## src/hw/rtl/aplm_pkg.sv

```systemverilog
`default_nettype none
package aplm_pkg;

  localparam int SampleW  = 16;
  localparam int LevelW   = 7;
  localparam int PeakW    = 16;
  localparam int LogOffset = 6;
  localparam int LogSteps  = PeakW - LogOffset;
  localparam int SumW      = LevelW + 2;

  typedef struct packed {
    logic signed [SampleW-1:0] sample;
    logic                      block_end;
  } in_t;

  typedef struct packed {
    logic [LevelW-1:0] smoothed_level;
    logic [LevelW-1:0] block_raw_level;
  } out_t;

  // (bits-6)*100/9 clamped to 100, indexed by floor(log2(peak)) - 6
  localparam logic [LevelW-1:0] LEVEL_TBL [LogSteps] = '{
    7'd0, 7'd11, 7'd22, 7'd33, 7'd44, 7'd55, 7'd66, 7'd77, 7'd88, 7'd100
  };

  function automatic logic [LevelW-1:0] peak_level(input logic [PeakW-1:0] peak);
    logic [LevelW-1:0] lvl;
    lvl = '0;
    for (int i = 0; i < LogSteps; i++) begin
      if (peak[LogOffset+i]) begin
        lvl = LEVEL_TBL[i];
      end
    end
    return lvl;
  endfunction

endpackage
`default_nettype wire

```

## src/hw/rtl/aplm_level.sv

```systemverilog
`default_nettype none
module aplm_level (
  input  wire logic [aplm_pkg::PeakW-1:0]  peak,
  input  wire logic [aplm_pkg::LevelW-1:0] meter,
  output logic      [aplm_pkg::LevelW-1:0] raw_level,
  output logic      [aplm_pkg::LevelW-1:0] meter_nxt
);

  logic [aplm_pkg::SumW-1:0] sum;

  always_comb begin
    raw_level = aplm_pkg::peak_level(peak);
    sum = {1'b0, meter, 1'b0} + {2'b00, meter} + {2'b00, raw_level};
    meter_nxt = sum[aplm_pkg::SumW-1:2];
  end

endmodule
`default_nettype wire

```

## src/hw/rtl/audio_peak_level_meter_top.sv

```systemverilog
`default_nettype none
// Channel | Ports                         | Beat
// in      | in_valid, in_stall, in_data   | one sample, block_end flag
// out     | out_valid, out_stall, out_data| smoothed and raw level, one per block
//
// One sample per cycle sustained while the input is not stalled. A sample
// sits in the input register, where it updates the running peak; a block-end
// sample then moves through the level stage (log table and smoothing add) to
// the output register. Reset clears peak, meter and all valid flags. A stalled
// output holds the level stage; the input stalls only when a block-end sample
// cannot move into it.
module audio_peak_level_meter_top (
  input  wire logic          clk,
  input  wire logic          rst_n,
  input  wire logic          in_valid,
  output logic               in_stall,
  input  wire aplm_pkg::in_t in_data,
  output logic               out_valid,
  input  wire logic          out_stall,
  output aplm_pkg::out_t     out_data
);

  aplm_pkg::in_t                    s1_r;
  logic                             s1_v_r, s1_v_nxt;
  logic [aplm_pkg::PeakW-1:0]       peak_r, peak_nxt;
  logic [aplm_pkg::PeakW-1:0]       s2_peak_r;
  logic                             s2_v_r, s2_v_nxt;
  logic [aplm_pkg::LevelW-1:0]      meter_r;
  logic [aplm_pkg::LevelW-1:0]      meter_nxt, raw_level;
  aplm_pkg::out_t                   out_r;
  logic                             out_v_r, out_v_nxt;
  logic [aplm_pkg::PeakW-1:0]       mag, peak_max;
  logic                             in_fire, s1_fire, s2_fire, out_adv, s2_adv;

  assign out_adv  = !out_v_r || !out_stall;
  assign s2_adv   = !s2_v_r || out_adv;
  assign s1_fire  = s1_v_r && (!s1_r.block_end || s2_adv);
  assign s2_fire  = s2_v_r && out_adv;
  assign in_stall = s1_v_r && !s1_fire;
  assign in_fire  = in_valid && !in_stall;

  always_comb begin
    mag = s1_r.sample[aplm_pkg::SampleW-1] ? (~s1_r.sample + 16'd1) : s1_r.sample;
    peak_max = (mag > peak_r) ? mag : peak_r;
    peak_nxt = peak_r;
    if (s1_fire) begin
      peak_nxt = s1_r.block_end ? '0 : peak_max;
    end
    s1_v_nxt  = in_fire || (s1_v_r && !s1_fire);
    s2_v_nxt  = (s1_fire && s1_r.block_end) || (s2_v_r && !out_adv);
    out_v_nxt = s2_fire || (out_v_r && out_stall);
  end

  aplm_level u_level (
    .peak      (s2_peak_r),
    .meter     (meter_r),
    .raw_level (raw_level),
    .meter_nxt (meter_nxt)
  );

  always_ff @(posedge clk) begin
    if (!rst_n) begin
      s1_v_r  <= 1'b0;
      s2_v_r  <= 1'b0;
      out_v_r <= 1'b0;
      peak_r  <= '0;
      meter_r <= '0;
    end else begin
      s1_v_r  <= s1_v_nxt;
      s2_v_r  <= s2_v_nxt;
      out_v_r <= out_v_nxt;
      peak_r  <= peak_nxt;
      if (s2_fire) begin
        meter_r <= meter_nxt;
      end
    end
  end

  always_ff @(posedge clk) begin
    if (in_fire) begin
      s1_r <= in_data;
    end
    if (s1_fire && s1_r.block_end) begin
      s2_peak_r <= peak_max;
    end
    if (s2_fire) begin
      out_r.smoothed_level  <= meter_nxt;
      out_r.block_raw_level <= raw_level;
    end
  end

  assign out_valid = out_v_r;
  assign out_data  = out_r;

  a_peak_range: assert property (@(posedge clk) disable iff (!rst_n)
    peak_r <= 16'd32768)
    else $error("running peak out of range");

  a_level_range: assert property (@(posedge clk) disable iff (!rst_n)
    out_v_r |-> (out_r.smoothed_level <= 7'd100 && out_r.block_raw_level <= 7'd100))
    else $error("level out of range");

  a_stall_cause: assert property (@(posedge clk) disable iff (!rst_n)
    in_stall |-> (s1_v_r && s1_r.block_end && s2_v_r && out_v_r))
    else $error("input stalled without a full level path");

  a_meter_hold: assert property (@(posedge clk) disable iff (!rst_n)
    !$past(s2_fire) && $past(rst_n) |-> $stable(meter_r))
    else $error("meter changed without a block result");

endmodule
`default_nettype wire

```

## config.mk

```make
export PLATFORM = sky130hd
export DESIGN_NAME = audio_peak_level_meter_top
export DESIGN_NICKNAME = d
export VERILOG_FILES = /design/src/hw/rtl/aplm_pkg.sv /design/src/hw/rtl/aplm_level.sv /design/src/hw/rtl/audio_peak_level_meter_top.sv
export SDC_FILE = /design/constraint.sdc
export NUM_CORES = 1
export LEC_CHECK = 0
export BUFFER_PORTS_ARGS = -buffer_cell sky130_fd_sc_hd__buf_4
export CAP_MARGIN = 15
export CORE_MARGIN = 3
export CORE_UTILIZATION = 59
export CTS_CLUSTER_DIAMETER = 80
export DETAILED_ROUTE_END_ITERATION = 10
export PLACE_DENSITY_LB_ADDON = 0.25
export SKIP_CTS_REPAIR_TIMING = 1
export SLEW_MARGIN = 20
export SYNTH_ARGS = -nofsm -noshare
export SYNTH_HDL_FRONTEND = slang
export SYNTH_SLANG_ARGS = --single-unit
```

## constraint.sdc

```tcl
create_clock -name clk -period 4.44 [get_ports clk]
set_clock_uncertainty 0.2 [all_clocks]
set_input_delay 0.222 -clock clk [delete_from_list [all_inputs] [get_ports clk]]
set_output_delay 0.222 -clock clk [all_outputs]
set_load 0.01 [all_outputs]
```

Word level (Yosys, flattened, before mapping)

Index checks and enable logic that the tools add are counted.
W data, S select, Z words.

Output and inout port bits: 16
Register bits after elaboration: 73
Input port bits: 21

Mux-type cells: 12
Magnitude comparators: 1
Add/subtract/negate cells: 3
Bitwise operators: 1
Reductions and logical operators: 20

Operators by type and width:

| operator                | count |
|---|---|
| $mux W16                | 3 |
| $mux W7                 | 4 |
| $mux W6                 | 3 |
| $add A16 B1 Y16 const B | 1 |
| $gt A16 B16 Y1          | 1 |
| $not A16 Y16            | 1 |
| $add A8 B7 Y9           | 1 |
| $add A9 B7 Y9           | 1 |
| $logic_and A1 B1 Y1     | 7 |
| $logic_not A1 Y1        | 7 |
| $logic_or A1 B1 Y1      | 6 |
| $mux W5                 | 1 |
| $mux W4                 | 1 |

Depth between registers and ports, before layout

Gate-level depths: netlist (run 1).

Depth in word-level cells: 10
Mapped depth: 15
Depth with buffers taken out: 14

Modules after synthesis

From an unflattened synthesis (run 1), not the netlist that was laid out.

Cell total of the unflattened synthesis: 344
Area, all modules: 3926.3 um^2

By module, submodules not included:

| module                     | cells each | area an instance (um^2) | instances |
|---|---|---|---|
| audio_peak_level_meter_top | 248        | 3216.8                  | 1 |
| aplm_level                 | 96         | 709.4                   | 1 |

Least setup slack after synthesis (run 1)

No wires, ideal clock.

Kind: register to register
From: reg s1_r[11] (netlist bit)
To: reg peak_r[6] (netlist bit)
Path slack: 935 ps
Arrival: 3235 ps
Stages on the path, launching flop included: 13
Path buffers: 2
Setup time: 70 ps
Data required time: 4170 ps
Cell sequence: edfxtp_1 or4_1 o41ai_1 xnor2_1 ha_1 nand4_1 or3_1 a21oi_1 or4b_1 buf_2 o31ai_4 buf_6 o2bb2ai_1

Longest elaborated chain between the ends: 6

RTL lines:

| what                     | RTL line                         | source |
|---|---|---|
| start: declaration       | audio_peak_level_meter_top.sv:23 | `aplm_pkg::in_t s1_r;` |
| start signal: assignment | audio_peak_level_meter_top.sv:81 | `s1_r <= in_data;` |
| $not A16 Y16             | audio_peak_level_meter_top.sv:43 | `mag = s1_r.sample[aplm_pkg::SampleW-1] ? (~s1_r.sample + 16'd1) : s1_r.sample;` |
| $add A16 B1 Y16          | audio_peak_level_meter_top.sv:43 |  |
| $mux W16 (*)             | audio_peak_level_meter_top.sv:43 |  |
| $gt A16 B16 Y1 (*)       | audio_peak_level_meter_top.sv:44 | `peak_max = (mag > peak_r) ? mag : peak_r;` |
| $mux W16 (*)             | audio_peak_level_meter_top.sv:44 |  |
| $mux W16 (*)             | audio_peak_level_meter_top.sv:47 | `peak_nxt = s1_r.block_end ? '0 : peak_max;` |
| end signal: assignment   | audio_peak_level_meter_top.sv:72 | `peak_r <= peak_nxt;` |
| end: declaration         | audio_peak_level_meter_top.sv:25 | `logic [aplm_pkg::PeakW-1:0] peak_r, peak_nxt;` |

Mark *: on every way between the ends. The rest lies on a longest branch, timed or not.
A chain may end at the register's enable or synchronous reset.

Worst setup path in the final report (run 1)

From: reg s1_r[5] (netlist bit)
To: reg peak_r[0] (netlist bit)

The elaborated chain is that of the path after synthesis.

==> results of run 1 <==
## layer usage
metal	up-vias	GRT usage [%]	share of wire (%)
met5	-	0	0
met4	0	13.37	3.2
met3	17	3.869	4.9
met2	79	35.06	52
met1	1222	22.02	40
li1	1314	-	-
## critical path, delay by kind of cell (launching register included)
kind            cells  cell delay [ns]
compound gates      4             1.19
xor+xnor            1             0.22
fa+ha+maj           1             0.30
flops               1             0.47
simple gates        5             1.55
## through the flow
step / worst slack (ns) / hold slack (ns) / utilization (%) / power [mW]
2_1_floorplan: 0.9350 / 0.1209 / - / 0.9156
3_3_place_gp: 0.5897 / 0.1999 / 68.29 / 0.9712
3_5_place_dp: 0.3629 / 0.2015 / 68.29 / 0.9829
4_1_cts: 0.3251 / -0.1667 / 72.14 / 1.533
5_1_grt: 0.09409 / 0.2774 / 75.96 / 1.616
6_report: 0.4468 / 0.2668 / 75.96 / 1.538
## worst paths after layout
path | end | depth (start not counted)
setup / recovery | peak_r[0] | 11
hold / removal | peak_r[1] | 1
setup reg to reg | peak_r[0] | 11
hold reg to reg | peak_r[1] | 1
## flip-flops by register name, summed over array words and instances, names as in the netlist
signal / flops
meter_r: 7
out_data: 14
out_valid: 1
peak_r: 16
s1_r: 17
s1_v_r: 1
s2_peak_r: 9
s2_v_r: 1
## placed cells by master (no fill, tap or decap), types with 3 or more instances in the layout
| master | instances |
|---|---|
| mux2i_1 | 9 |
| nor2b_1 | 5 |
| dlygate4sd3_1 | 20 |
| inv_1 | 42 |
| xor2_1 | 6 |
| a21oi_1 | 20 |
| edfxtp_1 | 40 |
| ha_1 | 23 |
| nor4_1 | 4 |
| o21ai_0 | 11 |
| dfxtp_1 | 26 |
| a21o_1 | 4 |
| xnor2_1 | 11 |
| o41ai_1 | 4 |
| nor3_1 | 3 |
| nand4_1 | 6 |
| nand2b_1 | 3 |
| nand4b_1 | 3 |
| o2bb2ai_1 | 16 |
| fa_1 | 7 |
| nand3_1 | 7 |
| clkbuf_8 | 9 |
| buf_4 | 39 |
| o31ai_1 | 4 |
| nor2_1 | 19 |
| o211ai_1 | 4 |
| nand2_1 | 19 |
| a211oi_1 | 3 |
## final cells by class
cell class | instances | area share, %
sequential | 66 | 40.18
multi-input combinational | 210 | 37.37
timing repair buffer | 59 | 11.50
inverter | 43 | 3.766
clock buffer | 9 | 2.891
clock inverter | 7 | 2.190
tap | 72 | 2.102
## kinds of logic (layout without fill, tap and decap cells)
| family | count (synthesis) | in the layout | share of synthesized area [%] |
|---|---|---|---|
| buffers and inverters | 50 | 118 | 5.615 |
| muxes | 9 | 9 | 2.559 |
| DFF | 66 | 66 | 48.90 |
| AOI/OAI and AO/OA | 75 | 75 | 15.00 |
| adders and majority gates | 30 | 30 | 12.15 |
| and+or+nand+nor | 79 | 79 | 11.55 |
| xor gates and xnor gates | 17 | 17 | 4.229 |
## report_power, final
| part | total (mW) | internal (mW) | leakage (nW) | switching [mW] |
|---|---|---|---|---|
| Clock | 0.551 | 0.314 | 0.105 | 0.237 |
| Sequential | 0.718 | 0.690 | 0.587 | 0.0285 |
| Combinational | 0.269 | 0.122 | 1.01 | 0.147 |
| Total | 1.54 | 1.13 | 1.70 | 0.412 |
==> results.py, run 1 <==
metrics = {
    "run_status": {
        "outcome": "finished clean",
    },
    "power": {
        "vdd_drop_max_mv": 0.3342,
        "power.leakage_nw": 1.699,
        "powerDensity_nw_per_um2": 359.0,
    },
    "grt": {
        "antenna_found_initial": 0,
        "grt_max_degree": 23,
        "track_usage_pct": 20.09,
        "grt_pass1_vias": 2544,
        "overflow": 0,
        "grt_pass1_wl_mm": 11.14,
    },
    "logic_synthesis": {
        "synth-async-reset-ratio_pct": 0,
        "ys_seq_area_share_pct": 48.90,
        "synth_nets": 377,
        "synth.avg_cell_area_um2": 10.80,
        "ys.flop_type": "edfxtp_1",
        "synthDistinctLibCells": 43,
        "ys_seq_elements": 66,
        "synth_warnings": 0,
        "yosysMostFrequentCell": "inv_1",
        "yosysTopAreaCell": "edfxtp_1",
        "synth_top_cells_by_count": "42 x inv_1, 40 x edfxtp_1, 26 x dfxtp_1",
        "syn-cell-area_um2": 3521,
        "synth_edf_count": 40,
        "synth_area_leaders": "edfxtp_1 34%, dfxtp_1 15%, ha_1 8.2%, inv_1 4.5%, fa_1 4.0%",
        "syn-instance-count": 326,
        "yosysTopAreaCellShare_pct": 34.12,
    },
    "timing": {
        "finalHoldViolCount": 0,
        "min_period_over_period_pct": 89.94,
        "rsz0062_at_grt": "false",
        "worstMarginPinSlew_ns": 0.7573,
        "slew_headroom_pct": 48.85,
        "slew_viol_final": 0,
        "period_needed_ns": 3.993,
        "setup_viol": 0,
        "clock.fmax_ghz": 0.2504,
        "fin_tns_setup_ns": 0,
    },
    "floorplanning": {
        "rows": 27,
        "die_h_um": 83.25,
        "start_util_pct": 62.41,
        "dieArea_um2": 6931,
        "core_region_area_um2": 5642,
        "die_w_um": 83.25,
        "pin_count": 37,
    },
    "clocking": {
        "cts_buffers": 9,
        "clock_latency_ns": 0.35,
        "htree_num_levels": 3,
        "clk_path_buf_depth": 2,
        "path_clk_slew_ns": 0.07,
        "cts_root_buffer": "clkbuf_8",
        "cts_tree": "yes",
        "clock-sinks": 66,
    },
    "drt": {
        "viasPerCell": 5.648,
        "first_iter_violations": 117,
        "wl_per_cell_um": 14.76,
        "drcViolationCount": 0,
        "first_pass_iters": 4,
        "vias": 2632,
        "drt-total-wl_mm": 6.877,
        "ant_nets": 0,
    },
    "setup_path": {
        "r2r-start": "s1_r[5]",
        "regToRegSetupSlack_ns": 0.45,
        "cp_max_fo": 16,
        "crit_arrival_ns": 4.07,
        "setup.worst_path.start_class": "flop",
        "path_cells": "nor4_1, nand3_1, o41ai_1, xnor2_1, ha_1, nand4_1, or3_1, a21oi_1, or4b_1, o31ai_4, o2bb2ai_1",
        "critPathSlowestCell": "o31ai_4",
        "crit_required_ns": 4.52,
        "slowest_delay_ns": 0.62,
        "end_kind": "flop",
        "startpoint": "s1_r[5]",
        "crit_type": "reg -> reg",
    },
    "flow_run": {
        "max_cap_viol_count": 0,
    },
    "placed_design": {
        "gp_congestion": 0.9289,
        "dp_hpwl_mm": 4.934,
        "placed_area_um2": 3852,
        "numPortBuffers": 36,
        "placed_cells": 428,
    },
    "layout": {
        "fin_area_um2": 4285,
        "antennaDiodeCount": 0,
        "regArea_um2": 1722,
        "fillers": 389,
        "nets": 440,
        "stdcell_count": 466,
        "multi_input_area_um2": 1602,
        "area_growth_pct": 21.71,
        "drive_gt1_share_pct": 14.72,
    },
    "min_path": {
        "hold_start": "peak_r[1]",
        "holdCritPathClass": "reg -> reg",
    },
}
No activity file was read; power rests on OpenSTA's default activity.
==> run 2: changes to the inputs <==
CORE_ASPECT_RATIO = 1.4   (was default)
==> run 2 against run 1 <==
Non-clock buffer count down 1. Sequential power about the same. Critical path depth unchanged. Register-to-register slack worse by 0.07 ns. Design area down 0.93%. Maximum frequency down 1.8%. Via count down 0.38%. Critical endpoint unchanged. Largest cell class unchanged.
==> results.py, run 2 (synthesis gave the netlist of run 1 again) <==
metrics = {
    "timing": {
        "fin_tns_setup_ns": 0,
        "slew_headroom_pct": 39.95,
        "slew_viol_final": 0,
        "setup_viol": 0,
        "clock.fmax_ghz": 0.2460,
        "period_needed_ns": 4.065,
        "worstMarginPinSlew_ns": 0.8891,
        "min_period_over_period_pct": 91.55,
        "final.setup.worst_slack_ns": 0.3750,
        "rsz0062_at_grt": "false",
        "fin_hold_ws_ns": 0.2651,
        "finalHoldViolCount": 0,
    },
    "power": {
        "power.leakage_nw": 1.688,
        "powerDensity_nw_per_um2": 345.0,
        "p_comb_share_pct": 18.3,
        "swShare_pct": 27.43,
        "power.total_mw": 1.465,
        "clkPwrFrac_pct": 32.6,
        "switching_power_mw": 0.4017,
        "vdd_drop_max_mv": 0.3277,
        "intPower_mw": 1.063,
        "power_frac_seq_pct": 49.1,
    },
    "drt": {
        "first_pass_iters": 5,
        "viasPerCell": 5.688,
        "drcViolationCount": 0,
        "vias": 2622,
        "drt-total-wl_mm": 7.127,
        "first_iter_violations": 154,
        "ant_nets": 0,
        "wl_per_cell_um": 15.46,
    },
    "layout": {
        "fillers": 369,
        "layout_commonest_cell": "inv_1",
        "antennaDiodeCount": 0,
        "regMostFlops": "s1_r",
        "drive_gt1_share_pct": 14.25,
        "largest_reg_flops": 17,
        "area_growth_pct": 20.58,
        "nets": 439,
        "mostFrequentLayoutCells": "42 x inv_1, 40 x edfxtp_1, 38 x buf_4, 26 x dfxtp_1, 23 x ha_1",
    },
    "grt": {
        "track_usage_pct": 20.70,
        "overflow": 0,
        "grt_max_degree": 23,
        "grt_pass1_vias": 2536,
        "antenna_found_initial": 0,
        "grt_pass1_wl_mm": 11.12,
    },
    "placed_design": {
        "gp_congestion": 0.8596,
        "dp_hpwl_mm": 5.223,
        "pre_cts_ws_ns": 0.4074,
        "numPortBuffers": 36,
    },
    "flow_run": {
        "max_cap_viol_count": 0,
    },
    "setup_path": {
        "critPathSlowestCell": "o31ai_4",
        "crit_arrival_ns": 4.12,
        "crit_required_ns": 4.50,
        "cp_max_fo": 16,
        "slowest_delay_ns": 0.64,
        "crit_type": "reg -> reg",
        "end_kind": "flop",
        "path_cells": "nor4_1, nand3_1, o41ai_1, xnor2_1, ha_1, nand4_1, or3_1, a21oi_1, or4b_1, o31ai_4, o2bb2ai_1",
        "setup.worst_path.start_class": "flop",
    },
    "clocking": {
        "cts_tree": "yes",
        "clk_path_buf_depth": 2,
        "htree_num_levels": 3,
        "cts_buffers": 9,
        "path_clk_slew_ns": 0.07,
        "clock_latency_ns": 0.34,
        "clock-sinks": 66,
        "cts_root_buffer": "clkbuf_8",
    },
    "min_path": {
        "holdCritPathClass": "reg -> reg",
    },
    "floorplanning": {
        "die_h_um": 97.41,
        "pin_count": 37,
        "start_util_pct": 62.37,
        "dieArea_um2": 6944,
        "core_region_area_um2": 5645,
        "die_w_um": 71.29,
        "rows": 32,
    },
    "run_status": {
        "outcome": "finished clean",
    },
}
==> run 2: power groups by stage <==
stage               clock, mW  combinational (mW)  sequential, mW
floorplan                   0               0.191           0.725
global placement            0               0.243           0.730
detailed placement          0               0.253           0.731
CTS                     0.489               0.254           0.718
global route            0.519               0.301           0.722
finish                  0.478               0.268           0.718
==> run 2: area by class of cell <==
type / instances / area, µm² / area share, %
clock buffers: 12 / 166.4 / 3.920
clock inverters: 4 / 23.77 / 0.5600
inverters: 43 / 161.4 / 3.802
multi-input cells: 210 / 1602 / 37.72
flip-flops and latches: 66 / 1722 / 40.55
well taps: 68 / 85.08 / 2.004
repair buffers: 58 / 485.5 / 11.44
==> run 2: worst paths after layout <==
kind	from	endpoint	slack [ns]	cells past startpoint
hold reg to reg	peak_r[10]	peak_r[10]	0.27	1
setup / recovery	s1_r[7]	peak_r[0]	0.37	11
hold / removal	peak_r[10]	peak_r[10]	0.27	1
setup reg to reg	s1_r[7]	peak_r[0]	0.37	11
==> run 2: routing by layer <==
metal,up-vias,wire length (µm),global-route usage [%]
met3,13,274,6.729
met4,0,165,8.104
met2,67,4100,39.52
met1,1241,2587,19.50
met5,-,0,0
li1,1301,-,-
==> run 2: critical path, delay by kind of cell (launching register included) <==
kind                       cells  cell delay, ns
and+or+nand+nor                5            1.61
AOI/OAI and AO/OA              4            1.24
DFF                            1            0.43
adders and majority gates      1            0.29
xor gates and xnor gates       1            0.22
==> run 2: stage by stage <==
stage	std cells	area [µm²]	utilization (%)
after detailed placement	425	3855	68.28
after global routing	461	4245	75.20
after global placement	425	3855	68.28
after CTS	441	4045	71.65
final	461	4245	75.20
after floorplan	326	3521	-
==> run 3: changes to the inputs <==
CORE_UTILIZATION = 63   (was 59)
clock period = 5.12 ns   (was 4.44 ns; I/O delays follow)
==> run 3 against run 2 <==
The flow now finishes with violations (negative hold slack). Worst setup slack gained 0.13 ns. Via count grew 2.7%. Cell count shrank 1.1%. Register-to-register slack gained 0.13 ns. Sequential share of layout area is essentially flat. Global-route usage grew 2.4 points. Maximum frequency shrank 12%. First-iteration DRC count grew 43%. Critical endpoint is now peak_r[13]. Highest routed layer unchanged.
==> results.py, run 3 (synthesis gave the netlist of run 1 again) <==
metrics = {
    "setup_path": {
        "critPathSlowestCell": "nand4_1",
        "cp_max_fo": 16,
        "cpLargestDelayFamily": "simple AND/OR/NAND/NOR gates",
        "crit_type": "reg -> reg",
        "path_cells": "nor4_1, nand3_1, o41ai_1, xnor2_1, ha_1, nand4_1, or3_1, a21oi_1, or4b_1, nand4_1, o2bb2ai_1",
        "cpMostUsedCell": "nand4_1",
        "slowest_delay_ns": 0.62,
        "crit_arrival_ns": 4.67,
        "setup.worst_path.start_class": "flop",
        "crit_required_ns": 5.17,
        "critPathBufInv": 0,
        "regToRegSetupSlack_ns": 0.50,
        "end_kind": "flop",
    },
    "clocking": {
        "cts_tree": "yes",
        "path_clk_slew_ns": 0.07,
        "clk_path_buf_depth": 2,
        "clock-sinks": 66,
        "cts_buffers": 9,
        "cts_root_buffer": "clkbuf_8",
        "htree_num_levels": 3,
        "clock_latency_ns": 0.34,
    },
    "timing": {
        "clock.fmax_ghz": 0.2166,
        "worstMarginPinSlew_ns": 0.8164,
        "fin_hold_ws_ns": -0.02997,
        "fin_tns_setup_ns": 0,
        "finalHoldViolCount": 1,
        "slew_viol_final": 0,
        "period_needed_ns": 4.617,
        "min_period_over_period_pct": 90.18,
        "setup_viol": 0,
        "slew_headroom_pct": 44.86,
        "rsz0062_at_grt": "false",
    },
    "placed_design": {
        "placed_area_um2": 3845,
        "gp_congestion": 0.8325,
        "placed_cells": 422,
        "numPortBuffers": 36,
        "dp_hpwl_mm": 5.214,
    },
    "layout": {
        "regMostFlops": "s1_r",
        "stdcell_count": 456,
        "area_growth_pct": 20.50,
        "antennaDiodeCount": 0,
        "nets": 436,
        "largest_reg_flops": 17,
        "mostFrequentLayoutCells": "42 x inv_1, 40 x edfxtp_1, 37 x buf_4, 26 x dfxtp_1, 23 x ha_1",
        "layout_commonest_cell": "inv_1",
        "drive_gt1_share_pct": 13.59,
        "fin_area_um2": 4243,
    },
    "floorplanning": {
        "dieArea_um2": 6534,
        "die_w_um": 69.18,
        "rows": 31,
        "core_region_area_um2": 5275,
        "die_h_um": 94.46,
        "pin_count": 37,
        "start_util_pct": 66.75,
    },
    "run_status": {
        "violations": "negative hold slack",
        "outcome": "finished with violations",
    },
    "drt": {
        "first_iter_violations": 220,
        "drt-total-wl_mm": 7.613,
        "wl_per_cell_um": 16.70,
        "first_pass_iters": 4,
        "ant_nets": 0,
        "viasPerCell": 5.908,
        "drcViolationCount": 0,
        "vias": 2694,
    },
    "power": {
        "power_frac_seq_pct": 47.1,
        "clkPwrFrac_pct": 34.9,
        "p_comb_share_pct": 17.9,
        "powerDensity_nw_per_um2": 312.7,
        "vdd_drop_max_mv": 0.3239,
        "swShare_pct": 25.68,
        "power.leakage_nw": 1.686,
        "switching_power_mw": 0.3408,
        "intPower_mw": 0.9859,
    },
    "min_path": {
        "holdCritPathClass": "in -> reg",
    },
    "grt": {
        "grt_max_degree": 23,
        "grt_pass1_wl_mm": 11.90,
        "track_usage_pct": 23.13,
        "antenna_found_initial": 0,
        "grt_pass1_vias": 2644,
        "overflow": 0,
    },
    "flow_run": {
        "max_cap_viol_count": 0,
    },
}
## run 3: power groups by stage
stage / clock network, mW / logic (mW) / registers [mW]
2_1_floorplan: 0 / 0.166 / 0.628
3_3_place_gp: 0 / 0.210 / 0.633
3_5_place_dp: 0 / 0.219 / 0.634
4_1_cts: 0.468 / 0.223 / 0.624
5_1_grt: 0.494 / 0.265 / 0.628
6_report: 0.463 / 0.238 / 0.625
## run 3: routing by layer
layer	vias up	part of all wire, %	global-route usage, %
li1	1297	-	-
met4	0	3.8	11.56
met5	-	0	0
met1	1264	36	23.39
met2	106	56	44.98
met3	27	4.2	4.153
## run 3: path summary, 6_finish.rpt
kind | cells after the start | to | start
worst max-delay path | 11 | peak_r[13] | s1_r[5]
worst min-delay path | 3 | out_valid | out_stall
worst max register to register | 11 | peak_r[13] | s1_r[5]
worst min register to register | 1 | peak_r[8] | peak_r[8]
## run 3: per-stage QoR
stage	util, %	power (mW)	hold slack, ns	setup slack, ns
floorplan	-	0.7940	0.1549	1.615
global placement	72.89	0.8431	0.2339	1.256
detailed placement	72.89	0.8535	0.2355	1.067
CTS	77.02	1.315	-0.1150	0.9734
global route	80.43	1.387	0.004410	0.2635
finish	80.43	1.327	-0.02997	0.5028
## run 3: layout make-up
class	instances	area (µm²)
clock buffer	15	187.7
inverter	43	161.4
clock inverter	1	30.03
timing repair buffer	55	457.9
tap	66	82.58
multi-input combinational	210	1602
sequential	66	1722
fill	343	1032
## run 3: tightest hold or removal path: stages
cell and delay (ns):
buf_4 0.10, a21oi_1 0.06, nor2_1 0.07
